File: src/hdl/pdt_pkg.sv
package pdt_pkg;

	localparam int DEF_SLOTS = 4;
	localparam int REG_SLOTS = 4;

	localparam logic [1:0] CMD_TICK    = 2'd0;
	localparam logic [1:0] CMD_REPORT  = 2'd1;
	localparam logic [1:0] CMD_RESTART = 2'd2;

	localparam logic [2:0] CFG_ENABLE  = 3'd0;
	localparam logic [2:0] CFG_INTV_LO = 3'd1;
	localparam logic [2:0] CFG_INTV_HI = 3'd2;
	localparam logic [2:0] CFG_BUD_LO  = 3'd3;
	localparam logic [2:0] CFG_BUD_HI  = 3'd4;

	localparam logic KIND_DISPATCH = 1'b0;
	localparam logic KIND_ACK      = 1'b1;

	typedef struct packed {
		logic load;
		logic tick_setup;
		logic scan_next;
		logic restart;
		logic emit_dispatch;
		logic emit_report;
	} pdt_ctl_t;

	typedef struct packed {
		logic [1:0] cmd;
		logic       due_now;
		logic       last_idx;
	} pdt_stat_t;

endpackage

File: src/hdl/periodic_task_dispatcher_top.sv
// channel  direction  handshake            payload
// in       input      in_valid/in_ready    cmd, now_ms, slot, runtime_us
// out      output     out_valid/out_ready  kind, task_slot, elapsed_ms, loop_number,
//                                          total_runs, overran, slot_runs,
//                                          slot_overruns, total_overruns, last
// cfg      input      cfg_valid/cfg_ready  cfg_index, cfg_data
//
// one item at a time: accept, decode, then a tick scans its slots in order
// (min(SLOTS,4) slots), a report emits one result, a restart emits none
// a due slot or report waits while the output register holds an untaken result
// the next item is accepted while the last result still waits in the output register
// reset clears config registers, counters, last-run times, scan state and the output valid
module periodic_task_dispatcher_top import pdt_pkg::*; #(
	parameter int SLOTS = DEF_SLOTS
) (
	input  logic        clk,
	input  logic        arst_n,
	input  logic        in_valid,
	output logic        in_ready,
	input  logic [1:0]  cmd,
	input  logic [31:0] now_ms,
	input  logic [1:0]  slot,
	input  logic [31:0] runtime_us,
	output logic        out_valid,
	input  logic        out_ready,
	output logic        kind,
	output logic [1:0]  task_slot,
	output logic [31:0] elapsed_ms,
	output logic [31:0] loop_number,
	output logic [31:0] total_runs,
	output logic        overran,
	output logic [31:0] slot_runs,
	output logic [31:0] slot_overruns,
	output logic [31:0] total_overruns,
	output logic        last,
	input  logic        cfg_valid,
	output logic        cfg_ready,
	input  logic [2:0]  cfg_index,
	input  logic [63:0] cfg_data
);

	pdt_ctl_t  ctl;
	pdt_stat_t stat;

	assign cfg_ready = 1'b1;

	pdt_ctrl u_ctrl (
		.clk       (clk),
		.arst_n    (arst_n),
		.in_valid  (in_valid),
		.in_ready  (in_ready),
		.out_ready (out_ready),
		.out_valid (out_valid),
		.stat      (stat),
		.ctl       (ctl)
	);

	pdt_dp #(
		.SLOTS (SLOTS)
	) u_dp (
		.clk            (clk),
		.arst_n         (arst_n),
		.cmd            (cmd),
		.now_ms         (now_ms),
		.slot           (slot),
		.runtime_us     (runtime_us),
		.cfg_valid      (cfg_valid && cfg_ready),
		.cfg_index      (cfg_index),
		.cfg_data       (cfg_data),
		.ctl            (ctl),
		.stat           (stat),
		.kind           (kind),
		.task_slot      (task_slot),
		.elapsed_ms     (elapsed_ms),
		.loop_number    (loop_number),
		.total_runs     (total_runs),
		.overran        (overran),
		.slot_runs      (slot_runs),
		.slot_overruns  (slot_overruns),
		.total_overruns (total_overruns),
		.last           (last)
	);

	a_one_item: assert property (@(posedge clk) disable iff (!arst_n)
		in_valid && in_ready |=> !in_ready)
		else $error("second item accepted while busy");

	a_ack_last: assert property (@(posedge clk) disable iff (!arst_n)
		out_valid && (kind == KIND_ACK) |-> last && (elapsed_ms == '0))
		else $error("acknowledgement not final or with elapsed time");

	a_dispatch_no_over: assert property (@(posedge clk) disable iff (!arst_n)
		out_valid && (kind == KIND_DISPATCH) |-> !overran && (slot_runs != '0))
		else $error("dispatch with overrun flag or zero run count");

endmodule

File: src/hdl/pdt_ctrl.sv
module pdt_ctrl import pdt_pkg::*; (
	input  logic      clk,
	input  logic      arst_n,
	input  logic      in_valid,
	output logic      in_ready,
	input  logic      out_ready,
	output logic      out_valid,
	input  pdt_stat_t stat,
	output pdt_ctl_t  ctl
);

	typedef enum logic [1:0] {
		ST_IDLE,
		ST_DECODE,
		ST_SCAN,
		ST_REPORT
	} state_t;

	state_t state_q;
	logic   out_valid_q;
	logic   out_free;
	logic   emit;
	logic   step_ok;

	assign out_free  = !out_valid_q || out_ready;
	assign step_ok   = !stat.due_now || out_free;
	assign in_ready  = (state_q == ST_IDLE);
	assign out_valid = out_valid_q;
	assign emit      = ctl.emit_dispatch || ctl.emit_report;

	always_comb begin
		ctl = '0;
		case (state_q)
			ST_IDLE: begin
				ctl.load = in_valid;
			end
			ST_DECODE: begin
				case (stat.cmd)
					CMD_TICK:    ctl.tick_setup = 1'b1;
					CMD_RESTART: ctl.restart = 1'b1;
					default:     ;
				endcase
			end
			ST_SCAN: begin
				ctl.emit_dispatch = stat.due_now && out_free;
				ctl.scan_next     = step_ok && !stat.last_idx;
			end
			ST_REPORT: begin
				ctl.emit_report = out_free;
			end
			default: ;
		endcase
	end

	always_ff @(posedge clk or negedge arst_n) begin
		if (!arst_n) begin
			state_q     <= ST_IDLE;
			out_valid_q <= 1'b0;
		end else begin
			if (emit) begin
				out_valid_q <= 1'b1;
			end else if (out_ready) begin
				out_valid_q <= 1'b0;
			end
			case (state_q)
				ST_IDLE: begin
					if (in_valid) state_q <= ST_DECODE;
				end
				ST_DECODE: begin
					case (stat.cmd)
						CMD_TICK:   state_q <= ST_SCAN;
						CMD_REPORT: state_q <= ST_REPORT;
						default:    state_q <= ST_IDLE;
					endcase
				end
				ST_SCAN: begin
					if (step_ok && stat.last_idx) state_q <= ST_IDLE;
				end
				ST_REPORT: begin
					if (out_free) state_q <= ST_IDLE;
				end
				default: state_q <= ST_IDLE;
			endcase
		end
	end

endmodule

File: src/hdl/pdt_dp.sv
module pdt_dp import pdt_pkg::*; #(
	parameter int SLOTS = DEF_SLOTS
) (
	input  logic        clk,
	input  logic        arst_n,
	input  logic [1:0]  cmd,
	input  logic [31:0] now_ms,
	input  logic [1:0]  slot,
	input  logic [31:0] runtime_us,
	input  logic        cfg_valid,
	input  logic [2:0]  cfg_index,
	input  logic [63:0] cfg_data,
	input  pdt_ctl_t    ctl,
	output pdt_stat_t   stat,
	output logic        kind,
	output logic [1:0]  task_slot,
	output logic [31:0] elapsed_ms,
	output logic [31:0] loop_number,
	output logic [31:0] total_runs,
	output logic        overran,
	output logic [31:0] slot_runs,
	output logic [31:0] slot_overruns,
	output logic [31:0] total_overruns,
	output logic        last
);

	localparam int VISIT = (SLOTS < REG_SLOTS) ? SLOTS : REG_SLOTS;
	localparam int SW    = (SLOTS > 1) ? $clog2(SLOTS) : 1;
	localparam int VW    = (VISIT > 1) ? $clog2(VISIT) : 1;

	logic [1:0]  cmd_q;
	logic [31:0] now_q;
	logic [1:0]  slot_q;
	logic [31:0] runtime_q;

	logic [3:0]  en_q;
	logic [31:0] intv_q [REG_SLOTS];
	logic [31:0] bud_q  [REG_SLOTS];

	logic [31:0] lrt_q [SLOTS];
	logic [31:0] rc_q  [SLOTS];
	logic [31:0] oc_q  [SLOTS];
	logic [31:0] loop_q;
	logic [31:0] dtot_q;
	logic [31:0] otot_q;
	logic [VISIT-1:0] due_q;
	logic [31:0] elap_q [VISIT];
	logic [VW-1:0] idx_q;

	logic [VISIT-1:0] due_c;
	logic [31:0] elap_c [VISIT];
	logic [SW-1:0] addr;
	logic        in_range;
	logic [31:0] budget;
	logic        over;
	logic [31:0] rc_rd;
	logic [31:0] oc_rd;
	logic [31:0] rc_inc;
	logic [31:0] oc_new;
	logic [31:0] otot_new;
	logic        more_due;

	always_ff @(posedge clk) begin
		if (ctl.load) begin
			cmd_q     <= cmd;
			now_q     <= now_ms;
			slot_q    <= slot;
			runtime_q <= runtime_us;
		end
	end

	always_ff @(posedge clk or negedge arst_n) begin
		if (!arst_n) begin
			en_q <= '0;
			for (int i = 0; i < REG_SLOTS; i++) begin
				intv_q[i] <= '0;
				bud_q[i]  <= '0;
			end
		end else if (cfg_valid) begin
			case (cfg_index)
				CFG_ENABLE:  en_q <= cfg_data[3:0];
				CFG_INTV_LO: begin
					intv_q[0] <= cfg_data[31:0];
					intv_q[1] <= cfg_data[63:32];
				end
				CFG_INTV_HI: begin
					intv_q[2] <= cfg_data[31:0];
					intv_q[3] <= cfg_data[63:32];
				end
				CFG_BUD_LO: begin
					bud_q[0] <= cfg_data[31:0];
					bud_q[1] <= cfg_data[63:32];
				end
				CFG_BUD_HI: begin
					bud_q[2] <= cfg_data[31:0];
					bud_q[3] <= cfg_data[63:32];
				end
				default: ;
			endcase
		end
	end

	always_comb begin
		for (int i = 0; i < VISIT; i++) begin
			elap_c[i] = now_q - lrt_q[i];
			due_c[i]  = en_q[i] && ((intv_q[i] == '0) || (elap_c[i] >= intv_q[i]));
		end
	end

	always_comb begin
		more_due = 1'b0;
		for (int j = 0; j < VISIT; j++) begin
			if (due_q[j] && (VW'(j) > idx_q)) more_due = 1'b1;
		end
	end

	assign addr     = ctl.emit_report ? SW'(slot_q) : SW'(idx_q);
	assign in_range = (32'(slot_q) < 32'(SLOTS));
	assign budget   = bud_q[slot_q];
	assign over     = in_range && (budget != '0) && (runtime_q > budget);
	assign rc_rd    = rc_q[addr];
	assign oc_rd    = oc_q[addr];
	assign rc_inc   = rc_rd + 32'd1;
	assign oc_new   = oc_rd + 32'(over);
	assign otot_new = otot_q + 32'(over);

	assign stat.cmd      = cmd_q;
	assign stat.due_now  = due_q[idx_q];
	assign stat.last_idx = (idx_q == VW'(VISIT - 1));

	always_ff @(posedge clk or negedge arst_n) begin
		if (!arst_n) begin
			for (int i = 0; i < SLOTS; i++) begin
				lrt_q[i] <= '0;
				rc_q[i]  <= '0;
				oc_q[i]  <= '0;
			end
			for (int i = 0; i < VISIT; i++) begin
				elap_q[i] <= '0;
			end
			loop_q <= '0;
			dtot_q <= '0;
			otot_q <= '0;
			due_q  <= '0;
			idx_q  <= '0;
		end else begin
			if (ctl.restart) begin
				for (int i = 0; i < SLOTS; i++) begin
					lrt_q[i] <= now_q;
					rc_q[i]  <= '0;
					oc_q[i]  <= '0;
				end
				loop_q <= '0;
				dtot_q <= '0;
				otot_q <= '0;
			end
			if (ctl.tick_setup) begin
				loop_q <= loop_q + 32'd1;
				due_q  <= due_c;
				for (int i = 0; i < VISIT; i++) begin
					elap_q[i] <= elap_c[i];
				end
				idx_q <= '0;
			end
			if (ctl.scan_next) begin
				idx_q <= idx_q + 1'b1;
			end
			if (ctl.emit_dispatch) begin
				lrt_q[addr] <= now_q;
				rc_q[addr]  <= rc_inc;
				dtot_q      <= dtot_q + 32'd1;
			end
			if (ctl.emit_report) begin
				if (in_range) oc_q[addr] <= oc_new;
				otot_q <= otot_new;
			end
		end
	end

	always_ff @(posedge clk) begin
		if (ctl.emit_dispatch) begin
			kind           <= KIND_DISPATCH;
			task_slot      <= 2'(idx_q);
			elapsed_ms     <= elap_q[idx_q];
			loop_number    <= loop_q;
			total_runs     <= dtot_q;
			overran        <= 1'b0;
			slot_runs      <= rc_inc;
			slot_overruns  <= oc_rd;
			total_overruns <= otot_q;
			last           <= !more_due;
		end else if (ctl.emit_report) begin
			kind           <= KIND_ACK;
			task_slot      <= slot_q;
			elapsed_ms     <= '0;
			loop_number    <= loop_q;
			total_runs     <= dtot_q;
			overran        <= over;
			slot_runs      <= in_range ? rc_rd : '0;
			slot_overruns  <= in_range ? oc_new : '0;
			total_overruns <= otot_new;
			last           <= 1'b1;
		end
	end

endmodule
File: config.mk
export PLATFORM = sky130hd
export DESIGN_NAME = periodic_task_dispatcher_top
export DESIGN_NICKNAME = d
export VERILOG_FILES = /design/src/hdl/pdt_pkg.sv /design/src/hdl/periodic_task_dispatcher_top.sv /design/src/hdl/pdt_ctrl.sv /design/src/hdl/pdt_dp.sv
export SDC_FILE = /design/constraint.sdc
export NUM_CORES = 2
export LEC_CHECK = 0
export ABC_AREA = 1
export BUFFER_PORTS_ARGS = -buffer_cell sky130_fd_sc_hd__buf_2
export CORE_MARGIN = 2
export CORE_UTILIZATION = 55
export DETAILED_ROUTE_END_ITERATION = 10
export GPL_TIMING_DRIVEN = 0
export PLACE_DENSITY = 0.82
export SLEW_MARGIN = 20
export SYNTH_ARGS = -nofsm -noshare
export SYNTH_HDL_FRONTEND = slang
export SYNTH_SLANG_ARGS = --single-unit
File: constraint.sdc
create_clock -name clk -period 9.1 [get_ports clk]
set_input_delay 1.82 -clock clk [delete_from_list [all_inputs] [get_ports clk]]
set_output_delay 1.82 -clock clk [all_outputs]
set_load 0.01 [all_outputs]
Word level (Yosys, flattened, before mapping):

Index checks and enable logic that the tools add are counted.

* flip-flop bits (word level): 1142
* bits of input ports: 140
* output and inout bits: 200
* word-level logic and storage cells: 197

* $add $sub $neg: 10
* order comparisons: 14
* equality and inequality tests: 13
* multiplexer cells: 67
* bitwise gates (word level): 3
* reductions and logical operators: 44

Operator list (count)
* 32-bit two-way mux: 25
* 128-bit two-way mux: 6
* 128-bit bitwise mux: 3
* 32-bit binary-select mux with 2-bit select: 4
* 32-bit greater-or-equal comparator: 4
* 32-bit zero test: 4
* 32-bit subtractor: 4
* 32-bit by 1-bit adder with 32-bit output (second input constant): 3
* 32-bit by 1-bit adder with 32-bit output: 2
* 32-bit demux with 2-bit select: 1
* 32-bit greater-than comparator: 1
* 32-bit nonzero test: 1
* 1-bit two-way mux: 17
* 2-bit two-way mux: 8
* 1-bit logical AND: 13
* 2-bit nonzero test: 6
* 2-bit AND reduction: 5
* 3-bit greater-or-equal comparator (second input constant): 3
* 2-bit NOT with 3-bit output: 3
* 2-bit == test (second input constant): 4
* 2-bit one-hot mux with 4 select lines: 1
* 1-bit logical OR: 7
* 3-bit by 2-bit == test with 1-bit output (second input constant): 2
* 2-bit by 1-bit == test with 1-bit output (second input constant): 2
* other kinds (15): 22

Longest topological paths before layout:

* word-level depth: 11
* depth in mapped cells: 35
* gate-level depth less buffers: 33

Hierarchy:

From an unflattened synthesis, not the netlist that was laid out.

* cell total of the unflattened synthesis: 7162
* area total of the unflattened synthesis: 59373.2 um2

By module, submodules not included
* pdt_dp: instances 1, cells an instance 7124, area an instance 59153.0 um2, sequential area each 29808.6 um2
* pdt_ctrl: instances 1, cells an instance 36, area an instance 209.0 um2, sequential area each 75.1 um2
* periodic_task_dispatcher_top: instances 1, cells an instance 2, area an instance 11.3 um2, sequential area each 0.0 um2

Worst setup path before layout:

Ideal clock, no wire load.

* kind: in2reg
* start: input port out_ready
* end: register u_dp.elapsed_ms[0] (enable)
* library setup time: 1549 ps
* arrival: 6066 ps
* required time: 7551 ps
* slack: 1485 ps
* stages: 7
* path buffers: 3
* path through: inv_2 nand2_2 nand3_1 buf_2 clkbuf_1 clkbuf_1 nand2_1

* word-level cells in the longest chain between the ends: 4
* elaborated cells on any way between the ends: 5
* classes of those cells: mux (2); reduce/logical (3)

RTL lines
* from (decl): line periodic_task_dispatcher_top.sv:25 `input logic out_ready,`
* 1-bit logical OR (*): line pdt_ctrl.sv:25 `assign out_free = !out_valid_q || out_ready;`
* 1-bit logical AND: line pdt_ctrl.sv:45 `ctl.emit_dispatch = stat.due_now && out_free;`
* 1-bit two-way mux: line pdt_ctrl.sv:33 `case (state_q)`
* 2-bit nonzero test (no source line) (*)
* to (signal assigned): line pdt_dp.sv:184 `elapsed_ms <= elap_q[idx_q];`
* to (decl): line pdt_dp.sv:17 `output logic [31:0] elapsed_ms,`

Every way passes the cells marked *; elsewhere a longest branch is shown, timed or not.
A chain may end at the register's enable or synchronous reset.

Final worst setup path:

* start: register u_dp.slot_q[0]
* end: register u_dp.total_overruns[28] (data pin)

* word-level cells in the longest chain between the ends: 9
* elaborated cells on any way between the ends: 10
* classes of those cells: add/sub (1); order compare (1); mux (5); bitwise (1); reduce/logical (2)

RTL lines
* from (decl): line pdt_dp.sv:33 `logic [1:0] slot_q;`
* from (signal assigned): line pdt_dp.sv:67 `slot_q <= slot;`
* 2-bit NOT with 3-bit output (not written as such) (*): line pdt_dp.sv:119 `assign budget = bud_q[slot_q];`
* 32-bit binary-select mux with 2-bit select (*): line pdt_dp.sv:119
* 32-bit two-way mux (not written as such) (*) (2 in a row): line pdt_dp.sv:119
* 32-bit greater-than comparator / 32-bit nonzero test (equally long branches): line pdt_dp.sv:120 `assign over = in_range && (budget != '0) && (runtime_q > budget);`
* 1-bit logical AND (*): line pdt_dp.sv:120
* 32-bit by 1-bit adder with 32-bit output (*): line pdt_dp.sv:125 `assign otot_new = otot_q + 32'(over);`
* 32-bit two-way mux (*): line pdt_dp.sv:192 `end else if (ctl.emit_report) begin`
* 32-bit two-way mux (*): line pdt_dp.sv:181 `if (ctl.emit_dispatch) begin`
* to (signal assigned): line pdt_dp.sv:190 `total_overruns <= otot_q;`
* to (signal assigned): line pdt_dp.sv:201 `total_overruns <= otot_new;`
* to (decl): line pdt_dp.sv:23 `output logic [31:0] total_overruns,`

Every way passes the cells marked *; elsewhere a longest branch is shown, timed or not. The select of a mux whose other input is x is not followed.

==> impl_metrics.tcl <==
set metrics [dict create \
    synth.most_common_cell "nand2_1" \
    drt-wirelength-per-cell_um 22.2 \
    fin_nets 8321 \
    cts_sinks 1142 \
    intPower_uw 12600 \
    drcViolationCount 0 \
    placed_area_sq_um 64500 \
    coreArea_sq_um 109000 \
    hold_class "reg2reg" \
    synth_cell_type_count 68 \
    yosysTopAreaCell "dfrtp_1" \
    drt_iter0_markers 7231 \
    powerDensity_nw_per_um2 327 \
    crit_path_top_delay_cell "a21oi_1" \
    finalSetupTns_ns 0 \
    synth_seq_area_share_pct 49.3 \
    grt.total_usage_pct 37.0 \
    rows 121 \
    async_flop_share_pct 76.8 \
    hpwl_um 161000 \
    cts_hold_buf 0 \
    seqCellArea_sq_um 29900 \
    synth_simple_gate_area_share_pct 23.2 \
    hold_violations 0 \
    rsz0062_at_grt "false" \
    startpoint_type "register" \
    fmax_mhz 134 \
    die-area_sq_um 113000 \
    synth_mux_area_share_pct 0.0826 \
    setup_slack_ns 1.66 \
    cts_post_setup_buffers_inserted 0 \
    synthCells 7414 \
    ant_nets 0 \
    hold_ws_ns 0.479 \
    relSlewSlack_pct 17.9 \
    synth.area.top_cells "dfrtp_1 (36%), nand2_1 (15%), edfxtp_1 (13%)" \
    power_switching_uw 9840 \
    cp_max_fo 10 \
    critPathKind "reg2reg" \
    grt_max_degree 138 \
    path_clk_slew_ns 0.06 \
    setup_viol 0 \
    crit_arrival_ns 7.91 \
    design_area_sq_um 68500 \
    cp_top_family "simple AND/OR/NAND/NOR gates" \
    synth-compound-area-share_pct 11.8 \
    swShare_pct 43.9 \
    synth_area_sq_um 60600 \
    synth_top_family_by_area "simple AND/OR/NAND/NOR gates" \
    gr-total-overflow 0 \
    cp-end-kind "register" \
    pwr-share-comb_pct 44.9 \
    period_minus_slack_ns 7.44 \
    synth_nets 7851 \
    synth_enable_flop_cells 263 \
    antenna_found_initial 6 \
    ys_ff_latch 1142 \
    cts_resized 0 \
    ios 340 \
    tightest_slew_ns 1.23 \
    root_buffer "clkbuf_16" \
    synthAdderAreaFrac_pct 6.18 \
    multiInputGateArea_sq_um 26600 \
    status "complete, no violations" \
    synth_top_cell_area_share_pct 36.2 \
    post-route-period-util_pct 81.7 \
    place.port_buffers 338 \
    die_w_um 336 \
    fill_cells 9258 \
    gp_congestion 1.03 \
    critical_path.most_common_cell "nand2_1" \
    skew_ns 0.0350 \
    power_frac_seq_pct 32.4 \
    crit_buf_inv 4 \
    cts.path.max_buffers 3 \
    place_ws_ns 2.11 \
    clk-insertion-delay-late_ns 0.76 \
    ctsHtreeMaxLevel 3 \
    post_synth.cell_area_avg_sq_um 8.18 \
    initial_core_util_pct 55.5 \
    cp_slowest_stage_delay_ns 0.76 \
    critPathRequiredTime_ns 9.57 \
    area.growth.synth_to_final_pct 13.0 \
    synthXorXnorAreaFrac_pct 2.64 \
    slew_violations 0 \
    cap_viol_max_count 0 \
    vdd_drop_max_uv 181 \
    cts_made_buffers 119 \
    grt_pass1_wl_um 314000 \
    drt_wl_total_um 210000 \
    clock_power_share_pct 22.6 \
    p_leak_uw 0.0326 \
    drive_gt1_share_pct 8.54 \
    synth-main-ff-cell "dfrtp_1" \
    first_pass_iters 6 \
    vias 55700 \
    die_y_um 336 \
    vias_per_cell 5.88 \
    cts_tree "done" \
    grt_pass1_vias 53400 \
    ys_top_cells_by_count "nand2_1 (2,425), dfrtp_1 (877), o21ai_0 (787)" \
    yosysWarnings 0 \
    total_power_uw 22400 \
]
-- layout by cell type, fill, tap and decap left out, types with 84 or more instances in the layout --
master / instances
nand2_1: 2424
dfrtp_1: 877
o21ai_0: 787
inv_1: 754
buf_2: 360
nor2_1: 345
nand3_1: 343
a21oi_1: 317
ha_1: 293
edfxtp_1: 263
clkbuf_1: 258
xor2_1: 133
clkbuf_16: 123
nand4_1: 84
-- logic make-up after synthesis --
group | after synthesis
compound gates | 1325
xor+xnor | 176
fa+ha+maj | 297
buf+inv | 1060
flops | 1142
mux | 5
other cells | 1
simple gates | 3408
-- power groups by stage --
stage | Combinational, uW | Clock (uW) | Sequential [uW]
after detailed placement | 9660 | 0 | 7300
final | 10100 | 5060 | 7270
after floorplan | 6240 | 0 | 7190
after global placement | 9300 | 0 | 7380
after global routing | 11000 | 5270 | 7350
after CTS | 9760 | 5070 | 7220
-- worst paths after layout --
path                                   from                       to  slack (ns)  cells after the start
max reg2reg                  u_dp.slot_q[0]  u_dp.total_overruns[28]        1.66                     29
max                          u_dp.slot_q[0]  u_dp.total_overruns[28]        1.66                     29
min reg2reg                u_dp.elap_q[100]         u_dp.elap_q[100]        0.48                      2
max in group asynchronous            arst_n          u_dp.dtot_q[31]        5.80                      4
min in group asynchronous            arst_n           u_dp.bud_q[66]        0.98                      1
min                        u_dp.elap_q[100]         u_dp.elap_q[100]        0.48                      2
-- worst reg2reg max path: cells and delay by family (launching register included) --
| family | cells | cell delay (ns) |
|---|---|---|
| AOI/OAI and AO/OA | 2 | 0.85 |
| xor gates and xnor gates | 1 | 0.17 |
| adders and majority gates | 3 | 0.67 |
| buffers and inverters | 4 | 1.44 |
| DFF | 1 | 0.63 |
| and+or+nand+nor | 19 | 3.40 |
-- layer usage --
metal / up-vias / track usage, % / routed length, um
li1: 25300 / - / -
met1: 26500 / 50.2 / 82000
met2: 3324 / 55.4 / 90000
met3: 596 / 8.35 / 25600
met4: 6 / 19.8 / 12400
met5: - / 0 / 35
-- sequential cells by signal, indices dropped and copies added, names as in the netlist, 4 cells and up --
register,flops
u_dp.now_q,32
u_dp.bud_q,128
u_dp.dtot_q,32
u_dp.rc_q,128
u_dp.loop_number,32
u_dp.slot_overruns,32
u_dp.otot_q,32
u_dp.loop_q,32
u_dp.intv_q,128
u_dp.total_overruns,32
u_dp.runtime_q,32
u_dp.lrt_q,128
u_dp.elapsed_ms,32
u_dp.en_q,4
u_dp.elap_q,128
u_dp.due_q,4
u_dp.slot_runs,32
u_dp.total_runs,32
u_dp.oc_q,128
-- layout make-up --
| class | count | share of cell area, % |
|---|---|---|
| timing repair buffer | 349 | 2.93 |
| antenna | 4 | 0.0146 |
| tap | 1476 | 2.69 |
| sequential | 1142 | 43.6 |
| inverter | 769 | 4.22 |
| multi-input combinational | 5212 | 38.9 |
| clock inverter | 59 | 0.889 |
| clock buffer | 166 | 4.99 |
| buffer | 291 | 1.78 |
-- per-stage QoR --
stage | util [%] | cells
2_1_floorplan | - | 7414
3_3_place_gp | 58.8 | 9228
3_5_place_dp | 59.1 | 9239
4_1_cts | 62.8 | 9464
5_1_grt | 62.8 | 9466
6_report | 62.8 | 9468
No activity file was read; power rests on OpenSTA's default activity.
